`config.mk`:
```
export PLATFORM = sky130hd
export DESIGN_NAME = dle_stx_frame_encoder_flat
export DESIGN_NICKNAME = d
export VERILOG_FILES = /design/src/sv/dsf_pkg.sv /design/src/sv/dsf_in_if.sv /design/src/sv/dsf_out_if.sv /design/src/sv/dle_stx_frame_encoder.sv /design/src/sv/dsf_front.sv /design/src/sv/dsf_queue.sv /design/src/sv/dsf_back.sv /design/src/flat_wrapper.sv
export SDC_FILE = /design/constraint.sdc
export NUM_CORES = 1
export LEC_CHECK = 0
export BUFFER_PORTS_ARGS = -buffer_cell sky130_fd_sc_hd__buf_2
export CAP_MARGIN = 5
export CORE_AREA = 2 2 87 89
export DETAILED_ROUTE_END_ITERATION = 6
export DIE_AREA = 0 0 89 91
export PLACE_DENSITY = 0.8
export SETUP_SLACK_MARGIN = 0.2
export SYNTH_ARGS = -nofsm -noshare
export SYNTH_HDL_FRONTEND = slang
export SYNTH_SLANG_ARGS = --single-unit
```
`constraint.sdc`:
```
create_clock -name clk -period 3.65 [get_ports clk]
set_input_delay 0.5475 -clock clk [delete_from_list [all_inputs] [get_ports clk]]
set_output_delay 0.5475 -clock clk [all_outputs]
set_load 0.01 [all_outputs]
```
`src/sv/dsf_pkg.sv`:
```
// ----------------------------------------------------------------------------
// dsf_pkg
// Shared types and constants of the DLE/STX/ETX frame encoder.
// ----------------------------------------------------------------------------
package dsf_pkg;

  localparam int BYTE_W = 8;

  // configuration register indexes
  localparam int CFG_IDX_W = 2;
  localparam logic [CFG_IDX_W-1:0] REG_ESCAPE = 2'd0;
  localparam logic [CFG_IDX_W-1:0] REG_START  = 2'd1;
  localparam logic [CFG_IDX_W-1:0] REG_END    = 2'd2;

  localparam logic [BYTE_W-1:0] ESCAPE_RESET = 8'd16;
  localparam logic [BYTE_W-1:0] START_RESET  = 8'd2;
  localparam logic [BYTE_W-1:0] END_RESET    = 8'd3;

  // line byte slots of one word, in send order
  localparam int SLOTS  = 7;
  localparam int SLOT_W = 3;
  localparam logic [SLOT_W-1:0] SLOT_HEAD_ESC = 3'd0;
  localparam logic [SLOT_W-1:0] SLOT_HEAD_STX = 3'd1;
  localparam logic [SLOT_W-1:0] SLOT_STUFF    = 3'd2;
  localparam logic [SLOT_W-1:0] SLOT_DATA     = 3'd3;
  localparam logic [SLOT_W-1:0] SLOT_TAIL_ESC = 3'd4;
  localparam logic [SLOT_W-1:0] SLOT_TAIL_ETX = 3'd5;
  localparam logic [SLOT_W-1:0] SLOT_CHECK    = 3'd6;

  typedef struct packed {
    logic [BYTE_W-1:0] escape_code;
    logic [BYTE_W-1:0] start_code;
    logic [BYTE_W-1:0] end_code;
  } cfg_t;

  // classified word handed from front to back
  typedef struct packed {
    logic [BYTE_W-1:0] data;
    logic [BYTE_W-1:0] check;   // xor of frame payload so far, without end code
    logic              first;
    logic              last;
    logic              stuff;
  } cmd_t;

endpackage

```
`src/sv/dsf_in_if.sv`:
```
// ----------------------------------------------------------------------------
// dsf_in_if
// Payload byte channel into the frame encoder.
// ----------------------------------------------------------------------------
interface dsf_in_if;
  logic       valid;
  logic       ready;
  logic [7:0] payload_byte;
  logic       frame_first;
  logic       frame_last;

  modport source (output valid, output payload_byte, output frame_first,
                  output frame_last, input ready);
  modport sink (input valid, input payload_byte, input frame_first,
                input frame_last, output ready);
endinterface

```
`src/sv/dsf_out_if.sv`:
```
// ----------------------------------------------------------------------------
// dsf_out_if
// Line byte channel out of the frame encoder.
// ----------------------------------------------------------------------------
interface dsf_out_if;
  logic       valid;
  logic       ready;
  logic [7:0] line_byte;
  logic       run_end;
  logic       frame_done;

  modport source (output valid, output line_byte, output run_end,
                  output frame_done, input ready);
  modport sink (input valid, input line_byte, input run_end,
                input frame_done, output ready);
endinterface

```
`src/sv/dle_stx_frame_encoder.sv`:
```
// ----------------------------------------------------------------------------
// dle_stx_frame_encoder
// DLE/STX/ETX byte-stuffing framer with xor block check byte.
// ----------------------------------------------------------------------------
// the first line byte of a word passes the queue, then the output register
// throughput: one line byte per cycle while the receiver takes them; a word
//   causes 1 to 7 line bytes in the back end, so output bandwidth sets the pace
// the front takes a word every cycle while the QUEUE_DEPTH-entry queue has room
// reset: config returns to 16/2/3, running check to zero, queue and output empty
module dle_stx_frame_encoder #(
  parameter int QUEUE_DEPTH = 2   // power of two, at least 2
) (
  input  logic                          clk,
  input  logic                          rst,
  input  logic                          cfg_we,
  input  logic [dsf_pkg::CFG_IDX_W-1:0] cfg_index,
  input  logic [dsf_pkg::BYTE_W-1:0]    cfg_data,
  dsf_in_if.sink                        in_ch,
  dsf_out_if.source                     out_ch
);

  dsf_pkg::cfg_t cfg;
  dsf_pkg::cmd_t q_data;
  dsf_pkg::cmd_t head;
  logic          q_full;
  logic          q_push;
  logic          q_pop;
  logic          head_valid;

  always_ff @(posedge clk) begin
    if (rst) begin
      cfg.escape_code <= dsf_pkg::ESCAPE_RESET;
      cfg.start_code  <= dsf_pkg::START_RESET;
      cfg.end_code    <= dsf_pkg::END_RESET;
    end else if (cfg_we) begin
      case (cfg_index)
        dsf_pkg::REG_ESCAPE: cfg.escape_code <= cfg_data;
        dsf_pkg::REG_START:  cfg.start_code  <= cfg_data;
        dsf_pkg::REG_END:    cfg.end_code    <= cfg_data;
        default: ;
      endcase
    end
  end

  dsf_front u_front (
    .clk    (clk),
    .rst    (rst),
    .cfg    (cfg),
    .in_ch  (in_ch),
    .q_full (q_full),
    .q_push (q_push),
    .q_data (q_data)
  );

  dsf_queue #(
    .DEPTH (QUEUE_DEPTH)
  ) u_queue (
    .clk        (clk),
    .rst        (rst),
    .push       (q_push),
    .push_data  (q_data),
    .full       (q_full),
    .pop        (q_pop),
    .head_valid (head_valid),
    .head       (head)
  );

  dsf_back u_back (
    .clk        (clk),
    .rst        (rst),
    .cfg        (cfg),
    .head_valid (head_valid),
    .head       (head),
    .pop        (q_pop),
    .out_ch     (out_ch)
  );

endmodule

```
`src/sv/dsf_front.sv`:
```
// ----------------------------------------------------------------------------
// dsf_front
// Accepts payload words, tracks the running xor and classifies each word.
// ----------------------------------------------------------------------------
module dsf_front (
  input  logic          clk,
  input  logic          rst,
  input  dsf_pkg::cfg_t cfg,
  dsf_in_if.sink        in_ch,
  input  logic          q_full,
  output logic          q_push,
  output dsf_pkg::cmd_t q_data
);

  logic [dsf_pkg::BYTE_W-1:0] running_check;
  logic [dsf_pkg::BYTE_W-1:0] running_check_next;
  logic [dsf_pkg::BYTE_W-1:0] chk;

  assign in_ch.ready = !q_full;
  assign q_push      = in_ch.valid && !q_full;

  // a frame start restarts the xor
  assign chk = (in_ch.frame_first ? '0 : running_check) ^ in_ch.payload_byte;
  assign running_check_next = in_ch.frame_last ? '0 : chk;

  always_comb begin
    q_data.data  = in_ch.payload_byte;
    q_data.check = chk;
    q_data.first = in_ch.frame_first;
    q_data.last  = in_ch.frame_last;
    q_data.stuff = (in_ch.payload_byte == cfg.escape_code);
  end

  always_ff @(posedge clk) begin
    if (rst) begin
      running_check <= '0;
    end else if (q_push) begin
      running_check <= running_check_next;
    end
  end

endmodule

```
`src/sv/dsf_queue.sv`:
```
// ----------------------------------------------------------------------------
// dsf_queue
// Small word queue between the front and the back of the encoder.
// ----------------------------------------------------------------------------
module dsf_queue #(
  parameter int DEPTH = 2
) (
  input  logic          clk,
  input  logic          rst,
  input  logic          push,
  input  dsf_pkg::cmd_t push_data,
  output logic          full,
  input  logic          pop,
  output logic          head_valid,
  output dsf_pkg::cmd_t head
);

  localparam int PTR_W = $clog2(DEPTH);
  localparam int CNT_W = $clog2(DEPTH + 1);

  dsf_pkg::cmd_t    mem [DEPTH];
  logic [PTR_W-1:0] wr_ptr;
  logic [PTR_W-1:0] rd_ptr;
  logic [CNT_W-1:0] count;

  assign full       = (count == CNT_W'(DEPTH));
  assign head_valid = (count != '0);
  assign head       = mem[rd_ptr];

  always_ff @(posedge clk) begin
    if (push) begin
      mem[wr_ptr] <= push_data;
    end
  end

  always_ff @(posedge clk) begin
    if (rst) begin
      wr_ptr <= '0;
      rd_ptr <= '0;
      count  <= '0;
    end else begin
      if (push) begin
        wr_ptr <= wr_ptr + 1'b1;
      end
      if (pop) begin
        rd_ptr <= rd_ptr + 1'b1;
      end
      if (push && !pop) begin
        count <= count + 1'b1;
      end else if (pop && !push) begin
        count <= count - 1'b1;
      end
    end
  end

endmodule

```
`src/sv/dsf_back.sv`:
```
// ----------------------------------------------------------------------------
// dsf_back
// Expands each queued word into its line bytes, one per cycle unless stalled.
// ----------------------------------------------------------------------------
module dsf_back (
  input  logic          clk,
  input  logic          rst,
  input  dsf_pkg::cfg_t cfg,
  input  logic          head_valid,
  input  dsf_pkg::cmd_t head,
  output logic          pop,
  dsf_out_if.source     out_ch
);

  logic [dsf_pkg::SLOTS-1:0]  sent;
  logic [dsf_pkg::SLOTS-1:0]  present;
  logic [dsf_pkg::SLOTS-1:0]  remaining;
  logic [dsf_pkg::SLOTS-1:0]  sel_mask;
  logic [dsf_pkg::SLOT_W-1:0] sel;
  logic                       is_end;
  logic                       emit;
  logic [dsf_pkg::BYTE_W-1:0] byte_sel;

  logic                       out_valid;
  logic [dsf_pkg::BYTE_W-1:0] out_byte;
  logic                       out_run_end;
  logic                       out_done;

  always_comb begin
    present = '0;
    present[dsf_pkg::SLOT_HEAD_ESC] = head.first;
    present[dsf_pkg::SLOT_HEAD_STX] = head.first;
    present[dsf_pkg::SLOT_STUFF]    = head.stuff;
    present[dsf_pkg::SLOT_DATA]     = 1'b1;
    present[dsf_pkg::SLOT_TAIL_ESC] = head.last;
    present[dsf_pkg::SLOT_TAIL_ETX] = head.last;
    present[dsf_pkg::SLOT_CHECK]    = head.last;
  end

  assign remaining = present & ~sent;

  // lowest slot still to send
  always_comb begin
    sel = dsf_pkg::SLOT_DATA;
    for (int i = dsf_pkg::SLOTS - 1; i >= 0; i--) begin
      if (remaining[i]) begin
        sel = dsf_pkg::SLOT_W'(i);
      end
    end
  end

  assign sel_mask = dsf_pkg::SLOTS'(1) << sel;
  assign is_end   = ((remaining & ~sel_mask) == '0);
  assign emit     = head_valid && (!out_valid || out_ch.ready);
  assign pop      = emit && is_end;

  always_comb begin
    case (sel)
      dsf_pkg::SLOT_HEAD_ESC: byte_sel = cfg.escape_code;
      dsf_pkg::SLOT_HEAD_STX: byte_sel = cfg.start_code;
      dsf_pkg::SLOT_STUFF:    byte_sel = cfg.escape_code;
      dsf_pkg::SLOT_DATA:     byte_sel = head.data;
      dsf_pkg::SLOT_TAIL_ESC: byte_sel = cfg.escape_code;
      dsf_pkg::SLOT_TAIL_ETX: byte_sel = cfg.end_code;
      dsf_pkg::SLOT_CHECK:    byte_sel = head.check ^ cfg.end_code;
      default:                byte_sel = head.data;
    endcase
  end

  always_ff @(posedge clk) begin
    if (rst) begin
      sent      <= '0;
      out_valid <= 1'b0;
    end else begin
      if (emit) begin
        sent      <= is_end ? '0 : (sent | sel_mask);
        out_valid <= 1'b1;
      end else if (out_ch.ready) begin
        out_valid <= 1'b0;
      end
    end
  end

  always_ff @(posedge clk) begin
    if (emit) begin
      out_byte    <= byte_sel;
      out_run_end <= is_end;
      out_done    <= (sel == dsf_pkg::SLOT_CHECK);
    end
  end

  assign out_ch.valid      = out_valid;
  assign out_ch.line_byte  = out_byte;
  assign out_ch.run_end    = out_run_end;
  assign out_ch.frame_done = out_done;

endmodule

```
`src/flat_wrapper.sv`:
```
// flat-port wrapper written by rule: the top's interface ports become plain ports
module dle_stx_frame_encoder_flat 
#(
  parameter int QUEUE_DEPTH = 2                              
)
  (clk, rst, cfg_we, cfg_index, cfg_data, in_ch_valid, in_ch_payload_byte, in_ch_frame_first, in_ch_frame_last, in_ch_ready, out_ch_valid, out_ch_line_byte, out_ch_run_end, out_ch_frame_done, out_ch_ready);
  dsf_in_if in_ch_i ();
  dsf_out_if out_ch_i ();
  input  logic clk;
  input  logic rst;
  input  logic cfg_we;
  input  logic [dsf_pkg::CFG_IDX_W-1:0] cfg_index;
  input  logic [dsf_pkg::BYTE_W-1:0] cfg_data;
  input wire logic [$bits(in_ch_i.valid)-1:0] in_ch_valid;
  input wire logic [$bits(in_ch_i.payload_byte)-1:0] in_ch_payload_byte;
  input wire logic [$bits(in_ch_i.frame_first)-1:0] in_ch_frame_first;
  input wire logic [$bits(in_ch_i.frame_last)-1:0] in_ch_frame_last;
  output wire logic [$bits(in_ch_i.ready)-1:0] in_ch_ready;
  output wire logic [$bits(out_ch_i.valid)-1:0] out_ch_valid;
  output wire logic [$bits(out_ch_i.line_byte)-1:0] out_ch_line_byte;
  output wire logic [$bits(out_ch_i.run_end)-1:0] out_ch_run_end;
  output wire logic [$bits(out_ch_i.frame_done)-1:0] out_ch_frame_done;
  input wire logic [$bits(out_ch_i.ready)-1:0] out_ch_ready;
  assign in_ch_i.valid = in_ch_valid;
  assign in_ch_i.payload_byte = in_ch_payload_byte;
  assign in_ch_i.frame_first = in_ch_frame_first;
  assign in_ch_i.frame_last = in_ch_frame_last;
  assign in_ch_ready = in_ch_i.ready;
  assign out_ch_valid = out_ch_i.valid;
  assign out_ch_line_byte = out_ch_i.line_byte;
  assign out_ch_run_end = out_ch_i.run_end;
  assign out_ch_frame_done = out_ch_i.frame_done;
  assign out_ch_i.ready = out_ch_ready;
  dle_stx_frame_encoder #(.QUEUE_DEPTH(QUEUE_DEPTH)) u_core (.clk(clk), .rst(rst), .cfg_we(cfg_we), .cfg_index(cfg_index), .cfg_data(cfg_data), .in_ch(in_ch_i), .out_ch(out_ch_i));
endmodule
```
### Word level (Yosys, flattened, before mapping)

Memories as Yosys holds them, arrays and structs flattened. A register that Yosys moved wholly into a read port is not among the register bits.
Index checks and enable logic that the tools add are counted.

| storage, ports and cells | value |
|---|---|
| flip-flop bits (word level) | 54 |
| RAM bits | 38 |
| bits of input ports | 25 |
| output and inout port bits | 12 |
| logic and storage cells | 73 |
| memories | 1 |

| operators by class | value |
|---|---|
| add/subtract/negate cells | 4 |
| eq/ne operators | 9 |
| shift operators | 1 |
| muxes and demuxes | 19 |
| bitwise logic cells | 7 |
| reduce and logical (&&, ||, !) cells | 20 |

Memories:

| name | words | bits a word | read ports | clocked after memory_dff | write ports | line | text |
|---|---|---|---|---|---|---|---|
| u_core.u_queue.mem | 2 | 19 | 1 | 1 | 1 | dsf_queue.sv:21 | `dsf_pkg::cmd_t mem [DEPTH];` |

Operator list:

| cell | count |
|---|---|
| 8-bit one-hot mux with 4 select lines | 1 |
| 3-bit two-way mux | 7 |
| 8-bit two-way mux | 2 |
| 8-bit XOR | 2 |
| 7-bit bitwise AND | 2 |
| 7-bit NOT | 2 |
| 3-bit == test, second input constant | 3 |
| 8-bit == test | 1 |
| 7-bit zero test | 1 |
| 7-bit two-way mux | 1 |
| 7-bit OR | 1 |
| 1-bit by 3-bit << shifter with 7-bit output, first input constant | 1 |
| 1-bit two-way mux | 6 |
| 2-bit AND reduction | 3 |
| 2-bit nonzero test | 3 |
| 1-bit logical AND | 5 |
| 2-bit == test, second input constant | 2 |
| 1-bit zero test | 4 |
| 2-bit two-way mux | 2 |
| 3-bit by 1-bit == test with 1-bit output, second input constant | 1 |
| 3-bit by 2-bit == test with 1-bit output, second input constant | 1 |
| 3-bit zero test | 1 |
| 3-bit OR reduction | 1 |
| 1-bit adder, second input constant | 2 |
| 5 further kinds | 5 |

### Depth between registers and ports, before layout

Gate-level depths: netlist (run 1).

| logic depth | value |
|---|---|
| depth after elaboration | 17 |
| depth in mapped cells | 11 |
| mapped depth without buffers | 10 |

### Hierarchy

Synthesis (run 1) repeated with hierarchy kept, for this count alone.

| second synthesis, totals | value |
|---|---|
| cell total of the unflattened synthesis | 362 |
| area, all modules | 4339.2 sq um |

Modules (own cells, without submodules):

| module | instances | cells each | area each (sq um) | seq. area each (sq um) |
|---|---|---|---|---|
| dsf_queue | 1 | 81 | 1581.5 | 1241.2 |
| dsf_back | 1 | 129 | 1197.4 | 460.4 |
| dle_stx_frame_encoder | 1 | 94 | 1001.0 | 480.5 |
| dsf_front | 1 | 58 | 559.3 | 160.2 |

### Worst setup path before layout (run 1)

Ideal clock, no wire load.

| path | value |
|---|---|
| path kind | reg2reg |
| from | register (tool-made name) |
| to | register u_core.u_queue.count[1] |
| library setup time | 0.072 ns |
| arrival time | 2.437 ns |
| data required time | 3.578 ns |
| path slack | 1.141 ns |
| cell stages (with the launch flop) | 11 |
| path buffers | 1 |
| period minus slack after synthesis | 2.509 ns |
| cell sequence | dfxtp_1 -> buf_6 -> mux2i_4 -> nor2_2 -> a221oi_1 -> o221a_2 -> and2_4 -> inv_1 -> ha_1 -> or3_1 -> a21oi_1 |

RTL lines:

| item | line | text |
|---|---|---|
| end signal, assigned | dsf_queue.sv:49 | `count <= count + 1'b1;` |
| end signal, assigned | dsf_queue.sv:51 | `count <= count - 1'b1;` |
| end, declared | dsf_queue.sv:24 | `logic [CNT_W-1:0] count;` |

==> results by stage, run 1 <==
Worst hold path:
- The launch point of the worst hold path is in_ch_frame_last.
- For hold timing, the worst endpoint is u_core.u_queue.mem[1][1]$_DFFE_PP_.
- The worst min-delay path category is primary input to flop.
- Along the worst hold path, the cell count comes to 1.

Clock network:
- The number of gates resized after cts is 0.
- In this run, post-CTS hold repair placed 0 buffers.
- The clock drives 93 sinks.
- The buffer cell driving the clock tree root is clkbuf_8.
- Counting the buffers created by CTS gives 9.
- The clock transition at the registers of the reported paths is around 0.090 ns.
- The number of buffers added for setup after CTS is 0.
- CTS built an H-tree with a depth of 3.
- The maximum clock path buffer count is 2.
- TritonCTS built the clock tree.
- The later pin in the worst-skew pair is clocked with a latency of 0.36 ns.

Synthesis:
- By area the synthesized netlist is led by edfxtp_1, dfxtp_1, mux2i_1.
- Summed over all instances, the cell type with the most area after synthesis is edfxtp_1.
- The cell area that synthesis handed to floorplanning was 4090 sq um.
- The post-synthesis cell type count is 50.
- After technology mapping, the gate count stands at 354.
- In the synthesized netlist the dominant register cell turns out to be edfxtp_1.
- Yosys printed 0 warnings.
- The flip-flop and latch count after synthesis is a little over 90.
- The number of enable flip-flop cells after synthesis is between 40 and 50.
- The average footprint of a synthesized cell is 11.6 sq um.
- The post-synth net total is 380.
- The sequential cell area fraction in the yosys report is 57.3%.
- The share of the synthesized area in the top cell type is 35.3%.
- The leading cell type by number of instances after synthesis is nor2_1.
- Of all flip-flops after synthesis, the portion carrying an async set or reset was 0%.
- By count the netlist is led by nor2_1, edfxtp_1, dfxtp_1, mux2i_1, xnor2_1.

STA:
- The total count of max-transition violations in the final report was 0.
- In the final timing run, aggregate negative setup slack is 0 ns.
- The final worst hold slack is ~0.42 ns.
- The number of hold violations in the final report is 0.
- Derived from the worst setup path, the maximum achievable clock frequency is 333 MHz.
- The setup violation total in the final timing report is 0.
- The worst path needs 3.00 ns of the cycle, external delays included.
- The worst slew margin relative to its limit is between 40% and 50%.
- Setup repair after global routing left no endpoint under its margin.
- The clock tree skew after final layout is 0.00599 ns.
- Setup slack closes at 0.648 ns.
- The worst path uses 82.3% of the clock period.
- The slew at the pin closest to its max-slew limit is approximately 0.85 ns.

Critical path:
- The worst register-to-register path ends at u_core.u_queue.count[1]$_SDFFE_PP0P_.
- STA puts the critical path data required time at about 4 ns.
- The type of the worst setup path is flop to flop.
- The critical path goes through mux2i_4 -> nor2_2 -> a221oi_1 -> o221a_2 -> and2_4 -> inv_1 -> ha_1 -> or3_1 -> a21oi_1.
- The kind of capture point of the worst setup path is a flop.
- In this design, the stage delay of the slowest critical-path cell is approximately 0.69 ns.
- Counting cells, the worst reg-to-reg path comes to 9.
- At the worst endpoint, the arrival time is 3.29 ns.
- Counting both buffers and inverters, the worst setup path holds a total of 1.
- The worst-path cell with the longest stage delay is dfxtp_1.
- On the critical path the largest part of the delay comes from simple AND/OR/NAND/NOR gates.
- The startpoint class of the critical path is a flop.
- In this run the worst path has a maximum fanout of 12.
- Across all register-to-register paths, the minimum setup slack is between 0.6 and 0.7 ns.

Die:
- The site row count is 31.
- The floorplan step defined a die boundary enclosing a little over 8000 sq um.
- The effective utilization at floorplan is 57.3%.
- 37 I/O pins were placed.
- The core outline area is 7140 sq um.
- The die extent in y is 91 um.
- The die width is 89 um.

Cells and area:
- The synthesis-to-finish area growth is 11.2%.
- The cell area after layout is 4550 sq um.
- The share of cells above drive strength 1 is 18.0%.
- The post-layout net count is 415.
- The repair_antennas step left the layout with diodes totalling 0.

Drt:
- The number of DRC violations after detailed routing is 0.
- The total length of routed wires is approximately 8900 um.
- The via count is 2,805.
- The average via count per standard cell is 5.69.
- The first routing iteration left 162 violations.
- Before antenna repair, the detailed router went through 4 iterations.
- Dividing the detail-routed wire length by the instance count gives ~18 um.
- The antenna violation net count after detailed routing is 0.

Place:
- The post-DP HPWL is 6250 um.
- The congestion estimate from routability-driven global placement came to 0.907.
- The count of buffers from port buffering is 36.
- After detailed placement, the total cell area comes to 4350 sq um.
- The setup slack at placement is 0.666 ns.

GRT:
- The number of antenna violations at the first check in global routing came to 0.
- The overall fraction of global-route tracks in use is 23.1%.
- The global-route wire length before repair is roughly 14,000 um.
- The via count of the first global-routing pass is 2,714.
- The aggregate global routing overflow is 0.
- The maximum number of pins on one net before global-route repair is 43.

Pwr:
- VDD sags by at most 413 uV.
- Power spread over the standard cell area amounts to 557 nW/um^2.
- The overall power after layout is 2.53 mW.
- For this design the static power due to leakage is 1.65 nW.

Run status:
- The run finished with clean final reports.

Flow run:
- Across the run, the number of max-cap violations was 0.
[power by group]
part	internal (mW)	switching [mW]
logic	0.191	0.323
clock network	0.333	0.361
registers	1.26	0.0688
[layout make-up]
type                       instances  area, sq um
timing repair buffer              41          218
tap                               99          124
fill                             592         2590
clock buffer                      10          138
inverter                          10         50.0
multi-input combinational        234         1620
sequential                        93         2340
clock inverter                     6         61.3
[how the worst max path moves through the flow]
| stage | from | end | cells past startpoint |
|---|---|---|---|
| CTS | flop | u_core.u_queue.count[1]$_SDFFE_PP0P_ | 9 |
| floorplan | flop | u_core.u_queue.count[1]$_SDFFE_PP0P_ | 10 |
| finish | flop | u_core.u_queue.count[1]$_SDFFE_PP0P_ | 9 |
| global placement | flop | u_core.u_queue.count[1]$_SDFFE_PP0P_ | 9 |
| global route | flop | u_core.u_queue.count[1]$_SDFFE_PP0P_ | 9 |
| detailed placement | flop | u_core.u_queue.count[1]$_SDFFE_PP0P_ | 9 |
[stage by stage]
stage	utilization (%)	std cells
floorplan	-	354
global placement	60.9	477
detailed placement	60.9	477
CTS	63.7	493
global route	63.7	493
finish	63.7	493
[cell families (layout without fill, tap and decap cells)]
family	after synthesis	count (layout)	synth area share [%]
DFF	93	93	57.3
muxes	32	32	8.26
AOI/OAI and AO/OA	70	70	12.6
buffers and inverters	27	67	3.21
and+or+nand+nor	105	105	12.8
xor gates and xnor gates	26	26	5.57
adders and majority gates	1	1	0.306
[routing by layer]
| metal | global-route usage, % | wire (um) |
|---|---|---|
| met1 | 29.8 | 3790 |
| met2 | 37.5 | 4520 |
| met3 | 5.36 | 418 |
| met4 | 9.20 | 173 |
| met5 | 0 | 0 |
[worst reg2reg max path: cells and delay by family, from the launching register on]
family	cells	cell delay, ns
multiplexers	1	0.43
AND/OR/NAND/NOR	3	0.73
flip-flops	1	0.69
AO/OA/AOI/OAI	3	0.72
buffers and inverters	1	0.05
adder cells (fa/ha/maj)	1	0.32
[layout by cell type, fill, tap and decap left out, types with 4 or more instances in the layout]
master and instances:
a211oi_1 8, nor2b_1 10, a22oi_1 8, a32oi_1 8
xnor2_1 24, nand2_1 10, a211o_1 4, buf_4 5
nor2_1 51, buf_2 36, a21oi_1 6, a31oi_1 18
clkbuf_8 10, edfxtp_1 48, mux2i_1 29, inv_1 9
nand2b_1 12, dfxtp_1 45
[sequential cells by signal (all words and copies together), names as in the netlist, named ones only]
signal	flops
u_core.u_back.out_ch.frame_done	1
u_core.u_front.running_check	8
u_core.u_queue.mem	38
u_core.u_back.out_ch.run_end	1
u_core.u_queue.rd_ptr	1
u_core.u_queue.wr_ptr	1
u_core.u_back.sent	7
u_core.cfg	24
u_core.u_back.out_ch.valid	1
u_core.u_back.out_ch.line_byte	8
u_core.u_queue.count	2
No activity file was read; power rests on OpenSTA's default activity.
==> inputs of run 2 (changes only) <==
--- a/config.mk
+++ b/config.mk
@@ -5,12 +5,13 @@
 export SDC_FILE = /design/constraint.sdc
 export NUM_CORES = 1
 export LEC_CHECK = 0
+export ABC_AREA = 1
 export BUFFER_PORTS_ARGS = -buffer_cell sky130_fd_sc_hd__buf_2
 export CAP_MARGIN = 5
-export CORE_AREA = 2 2 87 89
+export CORE_AREA = 2 2 92 94
 export DETAILED_ROUTE_END_ITERATION = 6
-export DIE_AREA = 0 0 89 91
-export PLACE_DENSITY = 0.8
+export DIE_AREA = 0 0 94 96
+export PLACE_DENSITY = 0.76
 export SETUP_SLACK_MARGIN = 0.2
 export SYNTH_ARGS = -nofsm -noshare
 export SYNTH_HDL_FRONTEND = slang
==> constraint.sdc (replaced) <==
create_clock -name clk -period 2.6 [get_ports clk]
set_input_delay 0.39 -clock clk [delete_from_list [all_inputs] [get_ports clk]]
set_output_delay 0.39 -clock clk [all_outputs]
set_load 0.01 [all_outputs]
==> run 2 against run 1 <==
Effect of this change:
- synthesized cell count up 20%
- wire length fell by 6.2%
- final cell count is 20% higher
- critical path depth is 8 higher
- sequential share of layout area fell by 2.9 points
- sequential power increased by 32%
- non-clock buffer count up 15
- synthesized area grew 1.1%
- via count grew 4.2%
- register-to-register slack worse by 0.34 ns
- largest power group unchanged
- highest routed layer unchanged
==> results by stage, run 2 <==
Run status:
- The flow ran to the end, and the final reports show no timing, DRC or antenna violations.

Synthesis:
- Sorting the synthesized cells by area gives the leading types as edfxtp_1, dfxtp_1, nand2_1.
- The cell type with the largest total area after synthesis is edfxtp_1.
- The flip-flop and latch count after synthesis was 93 (unchanged).
- The number of enable flip-flop cells after synthesis was 48 (unchanged).
- The instance count of the mapped netlist is 424 (+20%).
- The share of flip-flops with an asynchronous set or reset after synthesis is 0% (unchanged).
- The post-synthesis cell type count is 39 (-22%).
- The leading cell type by number of instances after synthesis is nand2_1.
- The sequential cell area fraction in the yosys report is 56.6% (-0.64 points).
- The commonest cells after synthesis are nand2_1, nor2_1, edfxtp_1, dfxtp_1, inv_1.
- The average footprint of a synthesized cell was 9.75 sq um (-16%).
- Among all flip-flop cells after synthesis, the most frequent one is edfxtp_1.
- The number of warning messages in the yosys log is 0 (unchanged).
- The post-synth net total is 450 (+18%).
- The share of the synthesized area in the top cell type came to 34.9% (-0.39 points).
- The netlist area before placement came to 4140 sq um (+1.1%).

GRT:
- The overall fraction of global-route tracks in use is 19.4% (-3.8 points).
- The number of antenna violations at the first check in global routing came to 0 (unchanged).
- The global-route wire length before repair is 13,000 um (-5.0%).
- The via count of the first global-routing pass is 2,553 (-5.9%).
- The aggregate global routing overflow came to 0 (unchanged).
- The maximum number of pins on one net before global-route repair is 28 (-35%).

Cells and area:
- The share of cells above drive strength 1 was 23.8% (+5.8 points).
- The post-layout net count came to 509 (+23%).
- Leaving out fill and tap cells, the most frequent cell in the layout is nand2_1.
- From synthesis to final layout, the design area changed by 16.8%.
- The post-layout utilization of the core is 60.0% (-3.7 points).
- The library cells used most frequently in the layout, excluding fill and tap cells, are nand2_1, nor2_1, edfxtp_1, dfxtp_1, inv_1.
- The register with the most flip-flops is u_core.u_queue.mem.
- The cell area after layout came to 4830 sq um (+6.2%).
- The largest registers in the layout are u_core.u_queue.mem: 38 flops, u_core.cfg: 24 flops.
- The antenna diode count is 0 (unchanged).
- The flip-flop count of the largest register after layout is 38 (unchanged).

Critical path:
- By instance count, the cell type seen most on the critical path is nand2_2.
- The highest cell delay on the worst timing path is 0.38 ns (-0.31 ns).
- The worst setup path is launched from a flop.
- The worst endpoint required time came to 2.85 ns (-1.09 ns).
- On the critical path, the stage with the largest delay is an instance of dfxtp_4.
- The type of the worst setup path is flop to flop.
- The signal arrival time at the worst endpoint is 2.55 ns (-0.74 ns).
- The kind of capture point of the worst setup path is a flop.
- The peak fanout along the critical path is 5 (-7).
- The signal on the critical path passes through inv_4 -> nand2_2 -> nand2_4 -> o21ai_4 -> nand2_2 -> nand2_4 -> nor2_8 -> nand4_4 -> nand2_2 -> nand3_4 -> nor2_4 -> inv_4 -> ha_4 -> a21oi_1 -> o21ai_1 -> o21ai_1 -> a21oi_1.

Pwr:
- The logic gate share of total power was 18.3% (-2.0 points).
- The switching power summed over all nets is 965 uW (+28%).
- The static leakage came to 1.93 nW (+17%).
- The maximum VDD drop is 262 uV (-36%).
- The switching fraction of total power came to 29.9% (+0.21 points).
- The power per standard cell area came to 668 nW/um^2 (+20%).
- The portion of total power attributed to sequential cells was 54.1% (+1.8 points).
- The total internal power is 2.26 mW (+27%).
- The clock network power share is 27.6% (+0.2 points).

Place:
- The routability congestion estimate from global placement is 0.834 (-8.1%).
- The post-DP HPWL is 5940 um (-5.0%).
- The count of buffers from port buffering is 36 (unchanged).
- The standard cell area after detailed placement came to 4480 sq um (+2.9%).

Drt:
- The total length of routed wires is 8350 um (-6.2%).
- The total met3 wirelength after detailed routing was 247 um (-41%).
- The starting DRC count in detailed routing was 132 (-19%).
- The antenna violation net count after detailed routing is 0 (unchanged).
- The number of DRC violations after detailed routing is 0 (unchanged).
- The number of detailed-route iterations in the first pass was 4 (unchanged).
- The routed wire length on met2 is 3870 um (-14%).
- The via count is 2,924 (+4.2%).
- The wire length on met1 is 4040 um (+6.6%).
- The average via count per standard cell is 4.93 (-13%).
- The highest layer used for signal routing is met4.
- The average wire length per cell after detail routing was 14.1 um (-22%).

STA:
- Setup repair after global routing left no endpoint under its margin.
- The total count of max-transition violations in the final report came to 0 (unchanged).
- The total negative slack is 0 ns (unchanged).
- The worst slew margin relative to its limit was 53.6% (+10 points).
- The achievable clock frequency is 436 MHz (+31%).
- The shortest clock period the worst path allows after layout was 2.30 ns (-0.707 ns).
- The final cycle utilization of the critical path is 88.3% (+6.0 points).
- The slew at the pin closest to its max-slew limit is 0.696 ns (-0.153 ns).
- The number of hold violations in the final report is 0 (unchanged).
- The clock tree skew after final layout is 0.0143 ns (+0.00836 ns).
- The final worst hold slack is 0.242 ns (-0.176 ns).
- The setup violation total in the final timing report is 0 (unchanged).

Die:
- The effective utilization at floorplan is 51.4% (-5.9 points).
- The die extent in y is 96 um (+5.5%).
- The die width is 94 um (+5.6%).
- The site row count was 33 (+6.5%).
- The core outline area is 8050 sq um (+13%).
- The count of pins on the block boundary is 37 (unchanged).
- The die area is 9020 sq um (+11%).

Clock network:
- The CTS tree is built.
- The maximum level of the CTS H-tree is 3 (unchanged).
- The number of buffers inserted during clock tree synthesis is 9 (unchanged).
- The root buffer cell chosen for the clock tree is clkbuf_8.
- The clock net sink count is 93 (unchanged).
- The maximum clock path buffer count was 2 (unchanged).
- The clock latency on the worst-skew pair is 0.37 ns (about the same).
- The clock transition at the registers of the reported paths came to 0.10 ns (about the same).

Flow run:
- The reported max-cap violation count is 0 (unchanged).

Worst hold path:
- The worst hold path belongs to the class primary input to flop.
run 2: cell type report:
type / instances / area [sq um]
Clock buffer: 9 / 124
Timing Repair Buffer: 56 / 330
Fill cell: 668 / 3220
Sequential cell: 93 / 2350
Clock inverter: 7 / 53.8
Multi-Input combinational cell: 273 / 1650
Inverter: 50 / 193
Tap cell: 105 / 131
run 2: path summary, 6_finish.rpt:
check	to	slack, ns	startpoint	cells past startpoint
max	u_core.u_queue.count[1]$_SDFFE_PP0P_	0.30	flop	17
min	u_core.u_queue.mem[1][2]$_DFFE_PP_	0.24	in_ch_frame_first	1
max reg2reg	u_core.u_queue.count[1]$_SDFFE_PP0P_	0.30	flop	17
min reg2reg	u_core.cfg[9]$_SDFFE_PP1P_	0.49	u_core.cfg[9]$_SDFFE_PP1P_	2
run 2: power by group through the flow:
stage / clock network, mW / registers, mW / logic [mW]
2_1_floorplan: 0 / 1.79 / 0.346
3_5_place_dp: 0 / 1.78 / 0.537
5_1_grt: 0.980 / 1.76 / 0.651
3_3_place_gp: 0 / 1.77 / 0.531
6_report: 0.891 / 1.75 / 0.590
4_1_cts: 0.902 / 1.75 / 0.552
run 2: timing repair:
| item | 4_1_cts | 5_1_grt |
|---|---|---|
| setup buffers | 3 | 8 |
| gates cloned | 0 | 0 |
| pin swaps | 3 | 12 |
| setup endpoints to repair | 1 | 2 |
| resized for setup | 5 | 20 |
| hold buffers | 0 | 0 |
run 2: kinds of logic after synthesis:
| kind of cell | synth area share (%) |
|---|---|
| muxes | 1.94 |
| xor gates and xnor gates | 5.30 |
| AOI/OAI and AO/OA | 11.1 |
| buffers and inverters | 5.63 |
| and+or+nand+nor | 19.1 |
| adders and majority gates | 0.303 |
| DFF | 56.6 |
run 2: per-layer routing:
layer	GRT usage, %	vias up
li1	-	1527
met1	27.5	1336
met2	28.7	48
met3	3.52	13
met4	9.42	0
met5	0	-
run 2: metrics by stage:
step	cells	worst slack, ns	total power, mW
floorplan	424	0.313	2.14
global placement	566	0.204	2.31
detailed placement	566	0.0947	2.32
CTS	585	0.223	3.20
global route	593	0.167	3.39
finish	593	0.304	3.23
run 2: critical path, delay by kind of cell (launching register included):
family / cells / cell delay, ns
flops: 1 / 0.38
compound gates: 5 / 0.48
fa+ha+maj: 1 / 0.23
buf+inv: 2 / 0.12
simple gates: 9 / 0.95
==> inputs of run 3 (changes only) <==
--- a/config.mk
+++ b/config.mk
@@ -8,10 +8,12 @@
 export ABC_AREA = 1
 export BUFFER_PORTS_ARGS = -buffer_cell sky130_fd_sc_hd__buf_2
 export CAP_MARGIN = 5
-export CORE_AREA = 2 2 92 94
+export CELL_PAD_IN_SITES_DETAIL_PLACEMENT = 1
+export CELL_PAD_IN_SITES_GLOBAL_PLACEMENT = 2
+export CORE_AREA = 2 2 114 116
 export DETAILED_ROUTE_END_ITERATION = 6
-export DIE_AREA = 0 0 94 96
-export PLACE_DENSITY = 0.76
+export DIE_AREA = 0 0 116 118
+export PLACE_DENSITY = 0.77
 export SETUP_SLACK_MARGIN = 0.2
 export SYNTH_ARGS = -nofsm -noshare
 export SYNTH_HDL_FRONTEND = slang
==> run 3 against run 2 <==
Effect of this change:
- die area grew 52%
- clock power grew 35%
- via count grew 6.9%
- total power grew 10%
- design area grew 1.5%
- combinational power grew 2%
- final cell count grew 10%
- register-to-register slack lost 0.10 ns
- setup slack lost 0.10 ns
- wire length grew 26%
- non-clock buffer count shrank 5
==> results by stage, run 3 (synthesized netlist as in run 2, its figures left out) <==
Clock network:
- The root buffer cell chosen for the clock tree is clkbuf_16.
- The maximum level of the CTS H-tree is 3 (unchanged).
- The clock latency on the worst-skew pair was 0.35 ns (-0.02 ns).
- The number of buffers inserted during clock tree synthesis was 9 (unchanged).
- The clock net sink count is 93 (unchanged).
- TritonCTS built the clock tree.
- The maximum clock path buffer count was 2 (unchanged).
- The clock transition at the registers of the reported paths came to 0.06 ns (-0.04 ns).

Cells and area:
- The synthesis-to-finish area growth is 18.6%.
- In the final layout, the registers with the most flip-flops are u_core.u_queue.mem: 38 flops, u_core.cfg: 24 flops.
- The share of cells above drive strength 1 is 21.7% (-2.0 points).
- The flip-flop count of the largest register after layout came to 38 (unchanged).
- The register with the most flip-flops is u_core.u_queue.mem.
- The post-layout net count is 504 (-0.98%).
- The number of standard cells in the final layout excluding fillers was 655 (+10%).
- The antenna diode count was 0 (unchanged).
- Leaving out fill and tap cells, the most frequent cell in the layout is nand2_1.
- In the layout the commonest cells are nand2_1, nor2_1, edfxtp_1, inv_1, dfxtp_1.

STA:
- The worst slew margin relative to its limit is 39.1% (-15 points).
- The shortest clock period the worst path allows after layout came to 2.40 ns (+0.101 ns).
- The clock tree skew after final layout is 0.00855 ns (-0.00579 ns).
- The number of hold violations in the final report came to 0 (unchanged).
- The final cycle utilization of the critical path is 92.2% (+3.9 points).
- Setup repair after global routing could not meet its margin everywhere.
- The slew at the pin closest to its max-slew limit was 0.914 ns (+0.218 ns).
- The setup violation total in the final timing report is 0 (unchanged).
- The achievable clock frequency is 417 MHz (-4.2%).
- The total count of max-transition violations in the final report was 0 (unchanged).
- The final worst hold slack was 0.266 ns (+0.0242 ns).
- The total negative slack came to 0 ns (unchanged).

Die:
- The core outline area is 12,400 sq um (+54%).
- The die extent in y is 118 um (+23%).
- The count of pins on the block boundary is 37 (unchanged).
- The die area is 13,700 sq um (+52%).
- The site row count was 41 (+24%).
- The die width was 116 um (+23%).
- The effective utilization at floorplan was 33.3% (-18 points).

Critical path:
- The setup slack of the most critical reg-to-reg path was 0.20 ns (-0.10 ns).
- The type of the worst setup path is flop to flop.
- STA classifies the critical path endpoint as a flop.
- The peak fanout along the critical path is 9 (+4).
- The worst endpoint required time is 2.74 ns (-0.11 ns).
- The signal arrival time at the worst endpoint is 2.54 ns (about the same).
- The worst setup path is launched from a flop.

GRT:
- The overall fraction of global-route tracks in use is 16.5% (-2.9 points).
- The number of antenna violations at the first check in global routing is 0 (unchanged).
- The global-route wire length before repair is 17,000 um (+30%).
- The via count of the first global-routing pass is 3,324 (+30%).
- The maximum number of pins on one net before global-route repair was 29 (+3.6%).
- The aggregate global routing overflow is 0 (unchanged).

Drt:
- The average via count per standard cell is 4.77 (-3.2%).
- The total length of routed wires came to 10,600 um (+26%).
- The antenna violation net count after detailed routing is 0 (unchanged).
- The via count was 3,127 (+6.9%).
- The starting DRC count in detailed routing came to 121 (-8.3%).
- The number of DRC violations after detailed routing came to 0 (unchanged).
- The number of detailed-route iterations in the first pass is 5 (+1).
- The average wire length per cell after detail routing is 16.1 um (+14%).

Place:
- The count of buffers from port buffering came to 36 (unchanged).
- The post-DP HPWL was 7560 um (+27%).
- The post-placement cell count is 633 (+12%).
- The routability congestion estimate from global placement came to 0.738 (-11%).

Worst hold path:
- The tightest min-delay check is of the primary input to flop type.

Pwr:
- The power per standard cell area is 724 nW/um^2 (+8.4%).
- The maximum VDD drop came to 337 uV (+28%).
- The static leakage was 1.94 nW (+0.52%).

Run status:
- The flow ran to the end, and the final reports show no timing, DRC or antenna violations.

Flow run:
- The reported max-cap violation count came to 0 (unchanged).
==> run 3: changes by cell type in the layout (fill, tap and decap cells not counted), sizes merged <==
cell,previous run,this run
clkinv,3,7
buf,56,51
clkbuf,9,11
clkinvlp,2,0
inv,52,48
==> run 3: area by class of cell <==
class                      count  area, sq um
clock inverter                 5         27.5
multi-input combinational    273         1600
timing repair buffer          51          293
inverter                      50          190
sequential                    93         2340
clock buffer                  11          233
tap                          172          215
fill                        1425         7510
==> run 3: layer usage <==
layer	share of wire [%]	vias up	global-route usage, %
met4	2.2	0	6.70
li1	-	1514	-
met3	2.7	17	4.43
met2	50	41	27.4
met5	0	-	0
met1	45	1555	20.0
==> run 3: report_power, final <==
group	switching [mW]	internal [mW]	leakage [nW]
Combinational	0.405	0.198	0.985
Clock	0.557	0.643	0.131
Sequential	0.0486	1.70	0.822
Total	1.01	2.54	1.94
==> run 3: path summary, 6_finish.rpt <==
path	from	to	cells after the start
worst max-delay path	flop	u_core.u_back.out_ch.line_byte[5]$_DFFE_PP_	11
worst min-delay path	in_ch_frame_last	u_core.u_queue.mem[1][1]$_DFFE_PP_	1
worst max register to register	flop	u_core.u_back.out_ch.line_byte[5]$_DFFE_PP_	11
worst min register to register	u_core.cfg[9]$_SDFFE_PP1P_	u_core.cfg[9]$_SDFFE_PP1P_	2
==> run 3: critical path, stage by stage, from the launching register on <==
cell       delay (ns)
dfxtp_2          0.37
inv_2            0.06
nand2_1          0.10
nand2_4          0.08
nand2_1          0.08
inv_1            0.09
nand4_4          0.10
buf_4            0.19
inv_1            0.11
a21oi_1          0.71
nand2_1          0.10
o2111ai_1        0.18
==> run 3: timing repair <==
action | CTS | global route
setup buffers | 4 | 2
endpoints found under the setup margin | 5 | 9
endpoints found under the hold margin | 0 | 0
pin swaps | 6 | 1
hold buffers | 0 | 0
resized for setup | 9 | 2
==> run 3: through the flow <==
| stage | power [mW] | instance area [sq um] | util, % | setup WS (ns) |
|---|---|---|---|---|
| final | 3.55 | 4900 | 39.5 | 0.203 |
| after global routing | 3.72 | 4900 | 39.5 | 0.00122 |
| after CTS | 3.59 | 4890 | 39.4 | 0.221 |
| after detailed placement | 2.36 | 4560 | 36.7 | 0.0646 |
| after global placement | 2.34 | 4560 | 36.7 | 0.210 |
| after floorplan | 2.14 | 4140 | - | 0.313 |
